### src/hdl/pgsrle_pkg.sv
package pgsrle_pkg;

  // field widths fixed by the coded format and the result layout
  localparam int unsigned BYTE_W  = 8;
  localparam int unsigned DIM_W   = 16;
  localparam int unsigned COL_W   = 12;
  localparam int unsigned RUN_W   = 14;
  localparam int unsigned CFG_IDX_W = 1;

  localparam int unsigned MAX_WIDTH_DEF  = 3840;
  localparam int unsigned MAX_HEIGHT_DEF = 2160;

  // flag byte layout
  localparam int unsigned FLAG_LONG_BIT   = 6;
  localparam int unsigned FLAG_COLOUR_BIT = 7;
  localparam int unsigned RUN_LO_BITS     = 6;

  // configuration register indexes
  localparam logic [CFG_IDX_W-1:0] REG_OBJECT_WIDTH  = 1'd0;
  localparam logic [CFG_IDX_W-1:0] REG_OBJECT_HEIGHT = 1'd1;

  typedef enum logic [3:0] {
    PH_IDLE   = 4'b0001,
    PH_FLAGS  = 4'b0010,
    PH_LONG   = 4'b0100,
    PH_COLOUR = 4'b1000
  } phase_t;

  typedef struct packed {
    logic [COL_W-1:0]  start_column;
    logic [COL_W-1:0]  line_number;
    logic [COL_W-1:0]  pixel_count;
    logic [BYTE_W-1:0] palette_index;
    logic              object_done;
    logic              dimension_error;
  } result_t;

endpackage

### src/hdl/pgsrle_if.sv
interface pgsrle_in_if;
  logic                           valid;
  logic                           ready;
  logic [pgsrle_pkg::BYTE_W-1:0]  code_byte;
  logic                           final_byte;

  modport source (output valid, code_byte, final_byte, input ready);
  modport sink (input valid, code_byte, final_byte, output ready);
endinterface

interface pgsrle_out_if;
  logic                           valid;
  logic                           ready;
  logic [pgsrle_pkg::COL_W-1:0]   start_column;
  logic [pgsrle_pkg::COL_W-1:0]   line_number;
  logic [pgsrle_pkg::COL_W-1:0]   pixel_count;
  logic [pgsrle_pkg::BYTE_W-1:0]  palette_index;
  logic                           object_done;
  logic                           dimension_error;

  modport source (output valid, start_column, line_number, pixel_count, palette_index,
                  object_done, dimension_error, input ready);
  modport sink (input valid, start_column, line_number, pixel_count, palette_index,
                object_done, dimension_error, output ready);
endinterface

### src/hdl/pgsrle_token.sv
module pgsrle_token #(
  parameter int unsigned MAX_WIDTH  = pgsrle_pkg::MAX_WIDTH_DEF,
  parameter int unsigned MAX_HEIGHT = pgsrle_pkg::MAX_HEIGHT_DEF
) (
  input  logic                              clk,
  input  logic                              rst_n,
  input  logic                              acc,
  input  logic [pgsrle_pkg::BYTE_W-1:0]     code_byte,
  input  logic                              final_byte,
  input  logic [pgsrle_pkg::DIM_W-1:0]      object_width,
  input  logic [pgsrle_pkg::DIM_W-1:0]      object_height,
  output logic                              emit,
  output pgsrle_pkg::result_t               result
);

  localparam int unsigned COL_W  = pgsrle_pkg::COL_W;
  localparam int unsigned RUN_W  = pgsrle_pkg::RUN_W;
  localparam int unsigned BYTE_W = pgsrle_pkg::BYTE_W;
  localparam int unsigned DIM_W  = pgsrle_pkg::DIM_W;
  localparam int unsigned LO     = pgsrle_pkg::RUN_LO_BITS;

  pgsrle_pkg::phase_t  phase_r, phase_nxt;
  logic [BYTE_W-1:0]   flags_r, flags_nxt;
  logic [RUN_W-1:0]    run_r, run_nxt;
  logic [COL_W-1:0]    column_r, column_nxt;
  logic [COL_W-1:0]    row_r, row_nxt;

  logic                dims_ok;
  logic [COL_W-1:0]    w12, h12;
  logic                active;
  logic                run_req;
  logic [RUN_W-1:0]    run_len;
  logic [BYTE_W-1:0]   run_colour;
  logic                col_full;
  logic [COL_W-1:0]    room;
  logic [COL_W-1:0]    cnt;
  logic                have;

  assign dims_ok = (object_width != '0) && (object_width <= DIM_W'(MAX_WIDTH)) &&
                   (object_height != '0) && (object_height <= DIM_W'(MAX_HEIGHT));
  assign w12     = object_width[COL_W-1:0];
  assign h12     = object_height[COL_W-1:0];
  assign active  = dims_ok && (row_r < h12);

  // token phase walk
  always_comb begin
    phase_nxt  = phase_r;
    flags_nxt  = flags_r;
    run_nxt    = run_r;
    run_req    = 1'b0;
    run_len    = run_r;
    run_colour = '0;
    row_nxt    = row_r;
    column_nxt = column_r;
    if (active) begin
      unique case (phase_r)
        pgsrle_pkg::PH_IDLE: begin
          if (code_byte != '0) begin
            run_req    = 1'b1;
            run_len    = RUN_W'(1);
            run_colour = code_byte;
          end else begin
            phase_nxt = pgsrle_pkg::PH_FLAGS;
          end
        end
        pgsrle_pkg::PH_FLAGS: begin
          if (code_byte == '0) begin
            // end of line
            column_nxt = '0;
            row_nxt    = row_r + COL_W'(1);
            phase_nxt  = pgsrle_pkg::PH_IDLE;
          end else begin
            flags_nxt = code_byte;
            if (code_byte[pgsrle_pkg::FLAG_LONG_BIT]) begin
              phase_nxt = pgsrle_pkg::PH_LONG;
            end else begin
              run_nxt = RUN_W'(code_byte[LO-1:0]);
              run_len = RUN_W'(code_byte[LO-1:0]);
              if (code_byte[pgsrle_pkg::FLAG_COLOUR_BIT]) begin
                phase_nxt = pgsrle_pkg::PH_COLOUR;
              end else begin
                phase_nxt = pgsrle_pkg::PH_IDLE;
                run_req   = 1'b1;
              end
            end
          end
        end
        pgsrle_pkg::PH_LONG: begin
          run_nxt = {flags_r[LO-1:0], code_byte};
          run_len = {flags_r[LO-1:0], code_byte};
          if (flags_r[pgsrle_pkg::FLAG_COLOUR_BIT]) begin
            phase_nxt = pgsrle_pkg::PH_COLOUR;
          end else begin
            phase_nxt = pgsrle_pkg::PH_IDLE;
            run_req   = 1'b1;
          end
        end
        pgsrle_pkg::PH_COLOUR: begin
          phase_nxt  = pgsrle_pkg::PH_IDLE;
          run_req    = 1'b1;
          run_colour = code_byte;
        end
        default: begin
          phase_nxt = pgsrle_pkg::PH_IDLE;
        end
      endcase
    end
    // clip against the right edge, column saturates at the width
    col_full = column_r >= w12;
    room     = w12 - column_r;
    cnt      = (run_len < {2'b00, room}) ? run_len[COL_W-1:0] : room;
    have     = active && run_req && !col_full && (cnt != '0);
    if (active && run_req) begin
      column_nxt = col_full ? w12 : column_r + cnt;
    end
    if (final_byte) begin
      phase_nxt  = pgsrle_pkg::PH_IDLE;
      flags_nxt  = '0;
      run_nxt    = '0;
      column_nxt = '0;
      row_nxt    = '0;
    end
  end

  always_comb begin
    result = '0;
    if (!dims_ok) begin
      emit                   = final_byte;
      result.object_done     = 1'b1;
      result.dimension_error = 1'b1;
    end else begin
      emit               = have || final_byte;
      result.object_done = final_byte;
      if (have) begin
        result.start_column  = column_r;
        result.line_number   = row_r;
        result.pixel_count   = cnt;
        result.palette_index = run_colour;
      end
    end
  end

  always_ff @(posedge clk) begin
    if (!rst_n) begin
      phase_r  <= pgsrle_pkg::PH_IDLE;
      flags_r  <= '0;
      run_r    <= '0;
      column_r <= '0;
      row_r    <= '0;
    end else if (acc && (dims_ok || final_byte)) begin
      phase_r  <= phase_nxt;
      flags_r  <= flags_nxt;
      run_r    <= run_nxt;
      column_r <= column_nxt;
      row_r    <= row_nxt;
    end
  end

  a_final_clears: assert property (@(posedge clk) disable iff (!rst_n)
    acc && final_byte |=> column_r == '0 && row_r == '0 && phase_r == pgsrle_pkg::PH_IDLE)
    else $error("state not cleared after final byte");

  a_bad_dims_hold: assert property (@(posedge clk) disable iff (!rst_n)
    acc && !dims_ok && !final_byte |=> $stable(column_r) && $stable(row_r) && $stable(phase_r))
    else $error("state moved on a byte with invalid dimensions");

endmodule

### src/hdl/pgsrle_out_stage.sv
module pgsrle_out_stage (
  input  logic                 clk,
  input  logic                 rst_n,
  input  logic                 push,
  input  pgsrle_pkg::result_t  push_data,
  output logic                 in_ready,
  output logic                 out_valid,
  input  logic                 out_ready,
  output pgsrle_pkg::result_t  out_data
);

  logic                 main_valid_r;
  logic                 skid_valid_r;
  pgsrle_pkg::result_t  main_data_r;
  pgsrle_pkg::result_t  skid_data_r;

  // skid entry catches the result decoded while the output is stalled
  assign in_ready  = !skid_valid_r;
  assign out_valid = main_valid_r;
  assign out_data  = main_data_r;

  always_ff @(posedge clk) begin
    if (!rst_n) begin
      main_valid_r <= 1'b0;
      skid_valid_r <= 1'b0;
    end else if (!main_valid_r || out_ready) begin
      if (skid_valid_r) begin
        main_valid_r <= 1'b1;
        skid_valid_r <= 1'b0;
      end else begin
        main_valid_r <= push;
      end
    end else if (push) begin
      skid_valid_r <= 1'b1;
    end
  end

  always_ff @(posedge clk) begin
    if (!main_valid_r || out_ready) begin
      main_data_r <= skid_valid_r ? skid_data_r : push_data;
    end else if (push) begin
      skid_data_r <= push_data;
    end
  end

  a_skid_behind_main: assert property (@(posedge clk) disable iff (!rst_n)
    skid_valid_r |-> main_valid_r)
    else $error("skid entry held with empty output register");

  a_no_drop: assert property (@(posedge clk) disable iff (!rst_n)
    push && main_valid_r && !out_ready |=> skid_valid_r && skid_data_r == $past(push_data))
    else $error("result lost while output stalled");

endmodule

### src/hdl/pgs_rle_run_decoder.sv
// Run decoder for the run-length coded bitmap of one subtitle object. One coded
// byte is taken per cycle (in_if) while in_if.ready is high; each byte that
// completes a visible run, or ends the object, leaves one registered result on
// out_if. The token phase, column and row are updated in the same cycle the
// byte is taken, so bytes stream back to back with no dependency stall; a
// two-entry output stage keeps input flowing under output stall until its skid
// entry fills and in_if.ready drops. object_width and object_height are written
// through the cfg_ port and must only change between objects; out-of-range
// values make the final byte return a done result with dimension_error set.
module pgs_rle_run_decoder #(
  parameter int unsigned MAX_WIDTH  = pgsrle_pkg::MAX_WIDTH_DEF,
  parameter int unsigned MAX_HEIGHT = pgsrle_pkg::MAX_HEIGHT_DEF
) (
  input  logic                                clk,
  input  logic                                rst_n,
  pgsrle_in_if.sink                           in_if,
  pgsrle_out_if.source                        out_if,
  input  logic                                cfg_we,
  input  logic [pgsrle_pkg::CFG_IDX_W-1:0]    cfg_index,
  input  logic [pgsrle_pkg::DIM_W-1:0]        cfg_wdata
);

  logic [pgsrle_pkg::DIM_W-1:0] width_r;
  logic [pgsrle_pkg::DIM_W-1:0] height_r;
  logic                         acc;
  logic                         emit;
  logic                         in_ready;
  pgsrle_pkg::result_t          dec_result;
  pgsrle_pkg::result_t          out_data;

  always_ff @(posedge clk) begin
    if (!rst_n) begin
      width_r  <= '0;
      height_r <= '0;
    end else if (cfg_we) begin
      unique case (cfg_index)
        pgsrle_pkg::REG_OBJECT_WIDTH:  width_r  <= cfg_wdata;
        pgsrle_pkg::REG_OBJECT_HEIGHT: height_r <= cfg_wdata;
        default: ;
      endcase
    end
  end

  assign in_if.ready = in_ready;
  assign acc         = in_if.valid && in_ready;

  pgsrle_token #(
    .MAX_WIDTH  (MAX_WIDTH),
    .MAX_HEIGHT (MAX_HEIGHT)
  ) u_token (
    .clk           (clk),
    .rst_n         (rst_n),
    .acc           (acc),
    .code_byte     (in_if.code_byte),
    .final_byte    (in_if.final_byte),
    .object_width  (width_r),
    .object_height (height_r),
    .emit          (emit),
    .result        (dec_result)
  );

  pgsrle_out_stage u_out (
    .clk       (clk),
    .rst_n     (rst_n),
    .push      (acc && emit),
    .push_data (dec_result),
    .in_ready  (in_ready),
    .out_valid (out_if.valid),
    .out_ready (out_if.ready),
    .out_data  (out_data)
  );

  assign out_if.start_column    = out_data.start_column;
  assign out_if.line_number     = out_data.line_number;
  assign out_if.pixel_count     = out_data.pixel_count;
  assign out_if.palette_index   = out_data.palette_index;
  assign out_if.object_done     = out_data.object_done;
  assign out_if.dimension_error = out_data.dimension_error;

endmodule
### src/flat_wrapper.sv
// flat-port wrapper written by rule: the top's interface ports become plain ports
module pgs_rle_run_decoder_flat 
#(
  parameter int unsigned MAX_WIDTH  = pgsrle_pkg::MAX_WIDTH_DEF,
  parameter int unsigned MAX_HEIGHT = pgsrle_pkg::MAX_HEIGHT_DEF
)
  (clk, rst_n, cfg_we, cfg_index, cfg_wdata, in_if_valid, in_if_code_byte, in_if_final_byte, in_if_ready, out_if_valid, out_if_start_column, out_if_line_number, out_if_pixel_count, out_if_palette_index, out_if_object_done, out_if_dimension_error, out_if_ready);
  pgsrle_in_if in_if_i ();
  pgsrle_out_if out_if_i ();
  input  logic clk;
  input  logic rst_n;
  input  logic cfg_we;
  input  logic [pgsrle_pkg::CFG_IDX_W-1:0] cfg_index;
  input  logic [pgsrle_pkg::DIM_W-1:0] cfg_wdata;
  input wire logic [$bits(in_if_i.valid)-1:0] in_if_valid;
  input wire logic [$bits(in_if_i.code_byte)-1:0] in_if_code_byte;
  input wire logic [$bits(in_if_i.final_byte)-1:0] in_if_final_byte;
  output wire logic [$bits(in_if_i.ready)-1:0] in_if_ready;
  output wire logic [$bits(out_if_i.valid)-1:0] out_if_valid;
  output wire logic [$bits(out_if_i.start_column)-1:0] out_if_start_column;
  output wire logic [$bits(out_if_i.line_number)-1:0] out_if_line_number;
  output wire logic [$bits(out_if_i.pixel_count)-1:0] out_if_pixel_count;
  output wire logic [$bits(out_if_i.palette_index)-1:0] out_if_palette_index;
  output wire logic [$bits(out_if_i.object_done)-1:0] out_if_object_done;
  output wire logic [$bits(out_if_i.dimension_error)-1:0] out_if_dimension_error;
  input wire logic [$bits(out_if_i.ready)-1:0] out_if_ready;
  assign in_if_i.valid = in_if_valid;
  assign in_if_i.code_byte = in_if_code_byte;
  assign in_if_i.final_byte = in_if_final_byte;
  assign in_if_ready = in_if_i.ready;
  assign out_if_valid = out_if_i.valid;
  assign out_if_start_column = out_if_i.start_column;
  assign out_if_line_number = out_if_i.line_number;
  assign out_if_pixel_count = out_if_i.pixel_count;
  assign out_if_palette_index = out_if_i.palette_index;
  assign out_if_object_done = out_if_i.object_done;
  assign out_if_dimension_error = out_if_i.dimension_error;
  assign out_if_i.ready = out_if_ready;
  pgs_rle_run_decoder #(.MAX_WIDTH(MAX_WIDTH), .MAX_HEIGHT(MAX_HEIGHT)) u_core (.clk(clk), .rst_n(rst_n), .in_if(in_if_i), .out_if(out_if_i), .cfg_we(cfg_we), .cfg_index(cfg_index), .cfg_wdata(cfg_wdata));
endmodule
### config.mk
export PLATFORM = sky130hd
export DESIGN_NAME = pgs_rle_run_decoder_flat
export DESIGN_NICKNAME = d
export VERILOG_FILES = /design/src/hdl/pgsrle_pkg.sv /design/src/hdl/pgsrle_if.sv /design/src/hdl/pgsrle_token.sv /design/src/hdl/pgsrle_out_stage.sv /design/src/hdl/pgs_rle_run_decoder.sv /design/src/flat_wrapper.sv
export SDC_FILE = /design/constraint.sdc
export NUM_CORES = 1
export LEC_CHECK = 0
export ABC_AREA = 0
export BUFFER_PORTS_ARGS = -buffer_cell sky130_fd_sc_hd__buf_2
export CAP_MARGIN = 20
export CORE_MARGIN = 4
export CORE_UTILIZATION = 50
export CTS_BUF_LIST = sky130_fd_sc_hd__clkbuf_4 sky130_fd_sc_hd__clkbuf_8
export CTS_CLUSTER_SIZE = 30
export DETAILED_ROUTE_END_ITERATION = 8
export PLACE_DENSITY = 0.68
export REMOVE_ABC_BUFFERS = 1
export SLEW_MARGIN = 20
export SYNTH_ARGS = -nofsm -noshare
export SYNTH_HDL_FRONTEND = slang
export SYNTH_SLANG_ARGS = --single-unit
### constraint.sdc
create_clock -name clk -period 11.2 [get_ports clk]
set_input_delay 2.24 -clock clk [delete_from_list [all_inputs] [get_ports clk]]
set_output_delay 2.24 -clock clk [all_outputs]
set_load 0.02 [all_outputs]
# After elaboration in Yosys (flattened, before gate mapping)
# Cells that the tools add are included.
# Widths: inputs -> output; s select.
dict set report totals {
  out_inout_bits 48
  elab_cells 123
  inputBits 31
  register_bits 176
}
dict set report op_classes {
  n_reduce_logical 37
  n_addsub 3
  bitwise 3
  order_cmp 5
  n_eq_ne 6
  n_mux 48
}
# op count
set ops {}
lappend ops {{$mux 12} 11}
lappend ops {{$mux 44} 2}
lappend ops {{$mux 14} 6}
lappend ops {{$mux 8} 6}
lappend ops {{$mux 46} 1}
lappend ops {{$pmux 14 s3} 1}
lappend ops {{$le 16x12->1 const B} 2}
lappend ops {{$reduce_bool 16->1} 2}
lappend ops {{$mux 4} 7}
lappend ops {{$pmux 14 s2} 1}
lappend ops {{$pmux 8 s2} 1}
lappend ops {{$lt 14x12->1} 1}
lappend ops {{$add 12x1->12 const B} 1}
lappend ops {{$add 12x12->12} 1}
lappend ops {{$ge 12x12->1} 1}
lappend ops {{$lt 12x12->1} 1}
lappend ops {{$pmux 4 s3} 1}
lappend ops {{$reduce_and 4->1} 3}
lappend ops {{$reduce_bool 12->1} 1}
lappend ops {{$reduce_bool 3->1} 4}
lappend ops {{$sub 12x12->12} 1}
lappend ops {{$logic_and 1x1->1} 10}
lappend ops {{$mux 1} 10}
lappend ops {{$logic_not 8->1} 1}
lappend ops {{other kinds (15)} 26}

# Logic depth before layout (Yosys ltp)
dict set report depth {
  word_depth 14
  ltp_mapped 33
  mapped_depth_nobuf 31
}

# By module
# Synthesis repeated with hierarchy kept, for this count alone.
dict set report hier_totals {
  hier_cells 922
  area_unflattened_um2 9572.9
}
# module cells_each n_inst seq_area_each_um2 area_each_um2
set modules_own_cells {}
lappend modules_own_cells {pgsrle_token 645 1 980.9 4840.9}
lappend modules_own_cells {pgsrle_out_stage 152 1 2802.7 3473.3}
lappend modules_own_cells {pgs_rle_run_decoder 125 1 640.6 1258.7}

# Worst setup path after synthesis
# No wires, ideal clock.
dict set report synth_timing {
  kind {input to register}
  startpoint {in in_if_code_byte[7]}
  endpoint {reg u_core.u_out.skid_data_r[0] in the netlist's numbering, enable pin}
  path_stages 20
  path_slack_ns 1.376
  path_buffers 4
  arrival_ns 9.305
  setup_ns 0.519
  required_time_ns 10.681
  path_cell_list {clkbuf_1 nor4_1 nand2_1 a21oi_1 or4_1 buf_2 buf_2 a22o_1 ha_1 a21o_1 a21o_1 a21o_1 a21o_1 a221o_1 a221oi_4 a2111oi_1 a31oi_1 nand2b_1 buf_4 a211oi_1}
}
dict set report synth_between {
  elab_chain_cells 12
  elab_cells_between_ends 22
  classes_between {order compare: 1; mux: 12; reduce/logical: 9}
}
# item line
set synth_lines {}
lappend synth_lines {{start: declaration} flat_wrapper.sv:16} ;# input wire logic [$bits(in_if_i.code_byte)-1:0] in_if_code_byte;
lappend synth_lines {{$logic_not 8->1, or another cell as far along} pgsrle_token.sv:67} ;# if (code_byte == '0) begin
lappend synth_lines {{$mux 14, or another cell as far along} n/a}
lappend synth_lines {{$pmux 14 s3 / $mux 1 (equally long branches)} {pgsrle_token.sv:56, pgsrle_token.sv:67}}
lappend synth_lines {{$mux 14 / $pmux 1 s4 (equally long branches)} {pgsrle_token.sv:55, pgsrle_token.sv:56}}
lappend synth_lines {{$lt 14x12->1 / $mux 1 (equally long branches)} {pgsrle_token.sv:111, pgsrle_token.sv:55}}
lappend synth_lines {{$mux 12 / $logic_and 1x1->1 (equally long branches)} {pgsrle_token.sv:111, pgsrle_token.sv:112}}
lappend synth_lines {{$reduce_bool 12->1 / $logic_and 1x1->1 (equally long branches)} pgsrle_token.sv:112} ;# have = active && run_req && !col_full && (cnt != '0);
lappend synth_lines {{$logic_and 1x1->1 *} pgsrle_token.sv:112}
lappend synth_lines {{$logic_or 1x1->1 *} pgsrle_token.sv:132} ;# emit = have || final_byte;
lappend synth_lines {{$mux 1 *} pgsrle_token.sv:127} ;# if (!dims_ok) begin
lappend synth_lines {{$logic_and 1x1->1 *} pgs_rle_run_decoder.sv:65} ;# .push (acc && emit),
lappend synth_lines {{$reduce_and 2->1 (no source line) *} n/a}
lappend synth_lines {{end signal: assignment} pgsrle_out_stage.sv:42} ;# skid_data_r <= push_data;
lappend synth_lines {{end: declaration} pgsrle_out_stage.sv:15} ;# pgsrle_pkg::result_t skid_data_r;
# Mark *: on every way between the ends. The rest lies on a longest branch, timed or not.
# A chain may end at the register's enable or synchronous reset.

# Worst setup path after layout
dict set report layout_timing {
  startpoint {in in_if_code_byte[2]}
  endpoint {reg u_core.u_token.column_r[11]}
}
dict set report layout_between {
  elab_chain_cells 10
  elab_cells_between_ends 22
  classes_between {add/sub: 1; order compare: 1; mux: 13; reduce/logical: 7}
}
# item line
set layout_lines {}
lappend layout_lines {{$logic_not 8->1, or another cell as far along} pgsrle_token.sv:67}
lappend layout_lines {{$mux 14, on equally long branches} n/a}
lappend layout_lines {{$pmux 14 s3} pgsrle_token.sv:56} ;# unique case (phase_r)
lappend layout_lines {{$mux 14} pgsrle_token.sv:55} ;# if (active) begin
lappend layout_lines {{$lt 14x12->1} pgsrle_token.sv:111} ;# cnt = (run_len < {2'b00, room}) ? run_len[COL_W-1:0] : room;
lappend layout_lines {{$mux 12} pgsrle_token.sv:111}
lappend layout_lines {{$add 12x12->12} pgsrle_token.sv:114} ;# column_nxt = col_full ? w12 : column_r + cnt;
lappend layout_lines {{$mux 12} pgsrle_token.sv:114}
lappend layout_lines {{$mux 12} pgsrle_token.sv:113} ;# if (active && run_req) begin
lappend layout_lines {{$mux 12} pgsrle_token.sv:116} ;# if (final_byte) begin
lappend layout_lines {{end signal: assignment} pgsrle_token.sv:154} ;# column_r <= column_nxt;
lappend layout_lines {{end: declaration} pgsrle_token.sv:25} ;# logic [COL_W-1:0] column_r, column_nxt;
# Several ways; a longest one is shown, not always the timed one.

==> flow_summary_export.csv <==
group,metric,value,unit
cells_and_area,seq_area,4430,um2
floorplanning,dieHeight,147,um
floorplanning,start_util,51.5,%
route,first_iter_violations,520,
yosys,synth_area,9730,um2
critical_path,r2r_setup_slack,3.34,ns
clock_tree,cts-resized-gates,0,
critical_path,rr_startpoint,"u_core.height_r[10]",
cells_and_area,final_cell_mix,"184 x nand2_1, 92 x edfxtp_1, 82 x dfxtp_1",
floorplanning,std_cell_rows,50,
global_routing,grt.overflow.total,0,
yosys,yosys_warnings,0,
route,final_antenna_net_count,0,
critical_path,reg2regPathDepth,28,
worst_hold_path,holdPathStages,2,
sta,relSlewSlack,32.6,%
power_and_ir_drop,total_power,1.30,mW
sta,holdWs,0.469,ns
worst_hold_path,min_from,"u_core.width_r[14]",
critical_path,cp_max_fo,13,
cells_and_area,antenna_cells,0,
clock_tree,cts_max_level,4,
floorplanning,fp.dieW,147,um
outcome,status,"completed",
power_and_ir_drop,power_leakage,4.29,nW
sta,timing.final.crit_share,76.6,%
place,place_inst,1323,
sta,min_period,8.58,ns
floorplanning,core-area,18900,um2
sta,fmax,116,MHz
cells_and_area,nNetsFinal,1162,
clock_tree,insertion_delay,0.47,ns
cells_and_area,drive_gt1_share,14.0,%
clock_tree,cts-root-buf,"clkbuf_8",
worst_hold_path,holdPathEnd,"u_core.width_r[14]",
yosys,synth_top_area_share,28.4,%
global_routing,antenna_found_initial,0,
critical_path,cp-start-kind,"primary input",
clock_tree,cts_hold_buf,0,
cells_and_area,multi_input_area,4890,um2
global_routing,grt_pass1_wl,38.2,mm
yosys,syn_area_per_cell,9.45,um2
sta,fin_tns_setup,0,ns
yosys,synth_async_sr_flop_share,0,%
cells_and_area,postLayoutCoreUtil,56.5,%
clock_tree,cts_made_buffers,17,
clock_tree,numClockSinks,175,
yosys,ys_dominant_reg_cell,"edfxtp_1",
clock_tree,post_cts_buffers,0,
sta,tightest_slew,1.01,ns
floorplanning,die_area,21700,um2
clock_tree,tritoncts,"yes",
cells_and_area,final_common_cell,"nand2_1",
cells_and_area,nFillCells,1777,
critical_path,crit_required,11.61,ns
clock_tree,clk_pin_slew_worst_paths,0.10,ns
critical_path,critPathKind,"primary input to register",
yosys,syn_inst,1029,
power_and_ir_drop,ir_drop,0.0000750,V
floorplanning,ioPinCount,79,
sta,timing_hold_violations_final,0,
global_routing,grt_max_degree,75,
yosys,ys_ff_latch,175,
place,io_buffers,78,
sta,finalMaxSlewViolations,0,
route,wl,23.6,mm
cells_and_area,instances_no_fill,1355,
route,drtPass1Iterations,5,
yosys,ys_seq_area_share,45.5,%
route,viasPerCell,5.62,
sta,finClkSkew,0.0152,ns
yosys,yosysUniqueCellTypes,65,
route,detail_route.wl_per_cell,17.4,um
yosys,synthTopCellsByArea,"edfxtp_1 28%, dfxtp_1 17%, nand2_1 7.1%",
yosys,yosysTopAreaCell,"edfxtp_1",
place,dp_hpwl,17.1,mm
route,routed-via-count,7618,
sta,finalSetupViolations,0,
critical_path,reg2reg_to,"u_core.u_token.column_r[11]",
flow_run,drv_cap,0,
cells_and_area,syn_to_final_growth,9.73,%
critical_path,arrival,9.00,ns
global_routing,grt_pass1_vias,7226,
yosys,synth_edf_count,92,
worst_hold_path,hold_class,"register to register",
clock_tree,ctsLongestPathBuffers,2,
global_routing,grtUsageTotal,21.9,%
route,remaining_drc_errors,0,
sta,rsz0062_at_grt,"no",
place,place_congestion,0.956,
power_and_ir_drop,power.density,121,nW/um2
critical_path,end_kind,"register",
-- stage by stage --
step                worst slack [ns]  instance area [um2]
floorplan                      0.517                 9510
global placement                2.49                10300
detailed placement              2.24                10300
CTS                             2.72                10700
global route                    2.08                10700
finish                          2.62                10700
-- flip-flops by register name, indices dropped and copies added, names as in the netlist --
| register | flops |
|---|---|
| u_core.width_r | 16 |
| u_core.u_token.column_r | 12 |
| u_core.u_out.skid_valid_r | 1 |
| u_core.u_token.run_r | 14 |
| u_core.u_token.flags_r | 7 |
| u_core.u_out.out_data | 46 |
| u_core.height_r | 16 |
| u_core.u_out.out_valid | 1 |
| u_core.u_out.skid_data_r | 46 |
| u_core.u_token.phase_r | 4 |
| u_core.u_token.row_r | 12 |
-- metal layers --
| metal | track usage [%] | wire [um] |
|---|---|---|
| met5 | 0 | 0 |
| met4 | 6.15 | 376 |
| met3 | 4.94 | 1320 |
| met2 | 35.1 | 10800 |
| met1 | 29.9 | 11100 |
-- Yosys cell counts, types with 5 or more instances --
library cell / number
nand2_1: 184
edfxtp_1: 92
dfxtp_1: 83
inv_1: 57
nor2_1: 52
ha_1: 47
a21oi_1: 46
and2_1: 43
clkbuf_1: 42
o21ai_0: 37
a21boi_0: 35
nor2b_1: 35
a22oi_1: 21
nand3_1: 19
o31ai_1: 17
o31ai_4: 17
xor2_1: 14
and3_1: 13
o21ai_1: 13
a21o_1: 12
nand4_1: 12
nor4_1: 12
a22o_1: 11
nor3_1: 11
xnor2_1: 9
a211oi_1: 7
a31oi_1: 6
mux2i_1: 6
or3_1: 6
nand2b_1: 5
o21a_1: 5
-- worst max-delay path, cell delays in order --
cell and delay [ns]:
buf_2 0.13, nor4_1 0.50, nand2_1 0.18, a21oi_1 0.26, or4_1 0.49, a22o_1 0.26, ha_1 0.26, a21o_1 0.17
a21o_1 0.17, a21o_1 0.17, a21o_1 0.17, a221o_1 0.34, a221oi_4 0.37, nand2_1 0.28, o21ai_0 0.51, inv_1 0.10
ha_1 0.33, a21o_1 0.20, a2111oi_0 0.39, nor3_1 0.13, a41o_1 0.27, o41a_1 0.37, a211oi_1 0.18, nand4bb_1 0.17
mux2i_1 0.20, o211a_1 0.16
-- worst max path at each step --
| stage | startpoint | to | slack (ns) | depth (start not counted) |
|---|---|---|---|---|
| floorplan | in_if_code_byte[6] | u_core.u_out.skid_data_r[0] | 0.52 | 16 |
| global placement | in_if_code_byte[2] | u_core.u_token.column_r[11] | 2.49 | 26 |
| detailed placement | in_if_code_byte[2] | u_core.u_token.column_r[11] | 2.24 | 26 |
| CTS | in_if_code_byte[2] | u_core.u_token.column_r[11] | 2.72 | 26 |
| global route | in_if_code_byte[2] | u_core.u_token.column_r[11] | 2.08 | 27 |
| finish | in_if_code_byte[2] | u_core.u_token.column_r[11] | 2.62 | 26 |
-- cells by family after synthesis --
| group | count (synthesis) | share of synthesized area (%) |
|---|---|---|
| and+or+nand+nor | 411 | 20.5 |
| muxes | 8 | 0.849 |
| xor gates and xnor gates | 23 | 2.07 |
| buffers and inverters | 109 | 4.45 |
| DFF | 175 | 45.5 |
| AOI/OAI and AO/OA | 254 | 20.2 |
| adders and majority gates | 49 | 6.46 |
-- power by group --
part           total, mW  internal (mW)  switching [mW]  leakage (nW)
registers          0.692          0.683         0.00877          1.73
logic              0.178         0.0593           0.118          2.37
clock network      0.427          0.165           0.262         0.182
-- cell type report --
cell class	count	area share, %
Clock buffer	18	2.26
Multi-Input combinational cell	745	45.9
Inverter	59	2.09
Timing Repair Buffer	84	4.08
Tap cell	260	3.05
Sequential cell	175	41.5
Clock inverter	14	1.17
(Power assumes the default switching activity.)
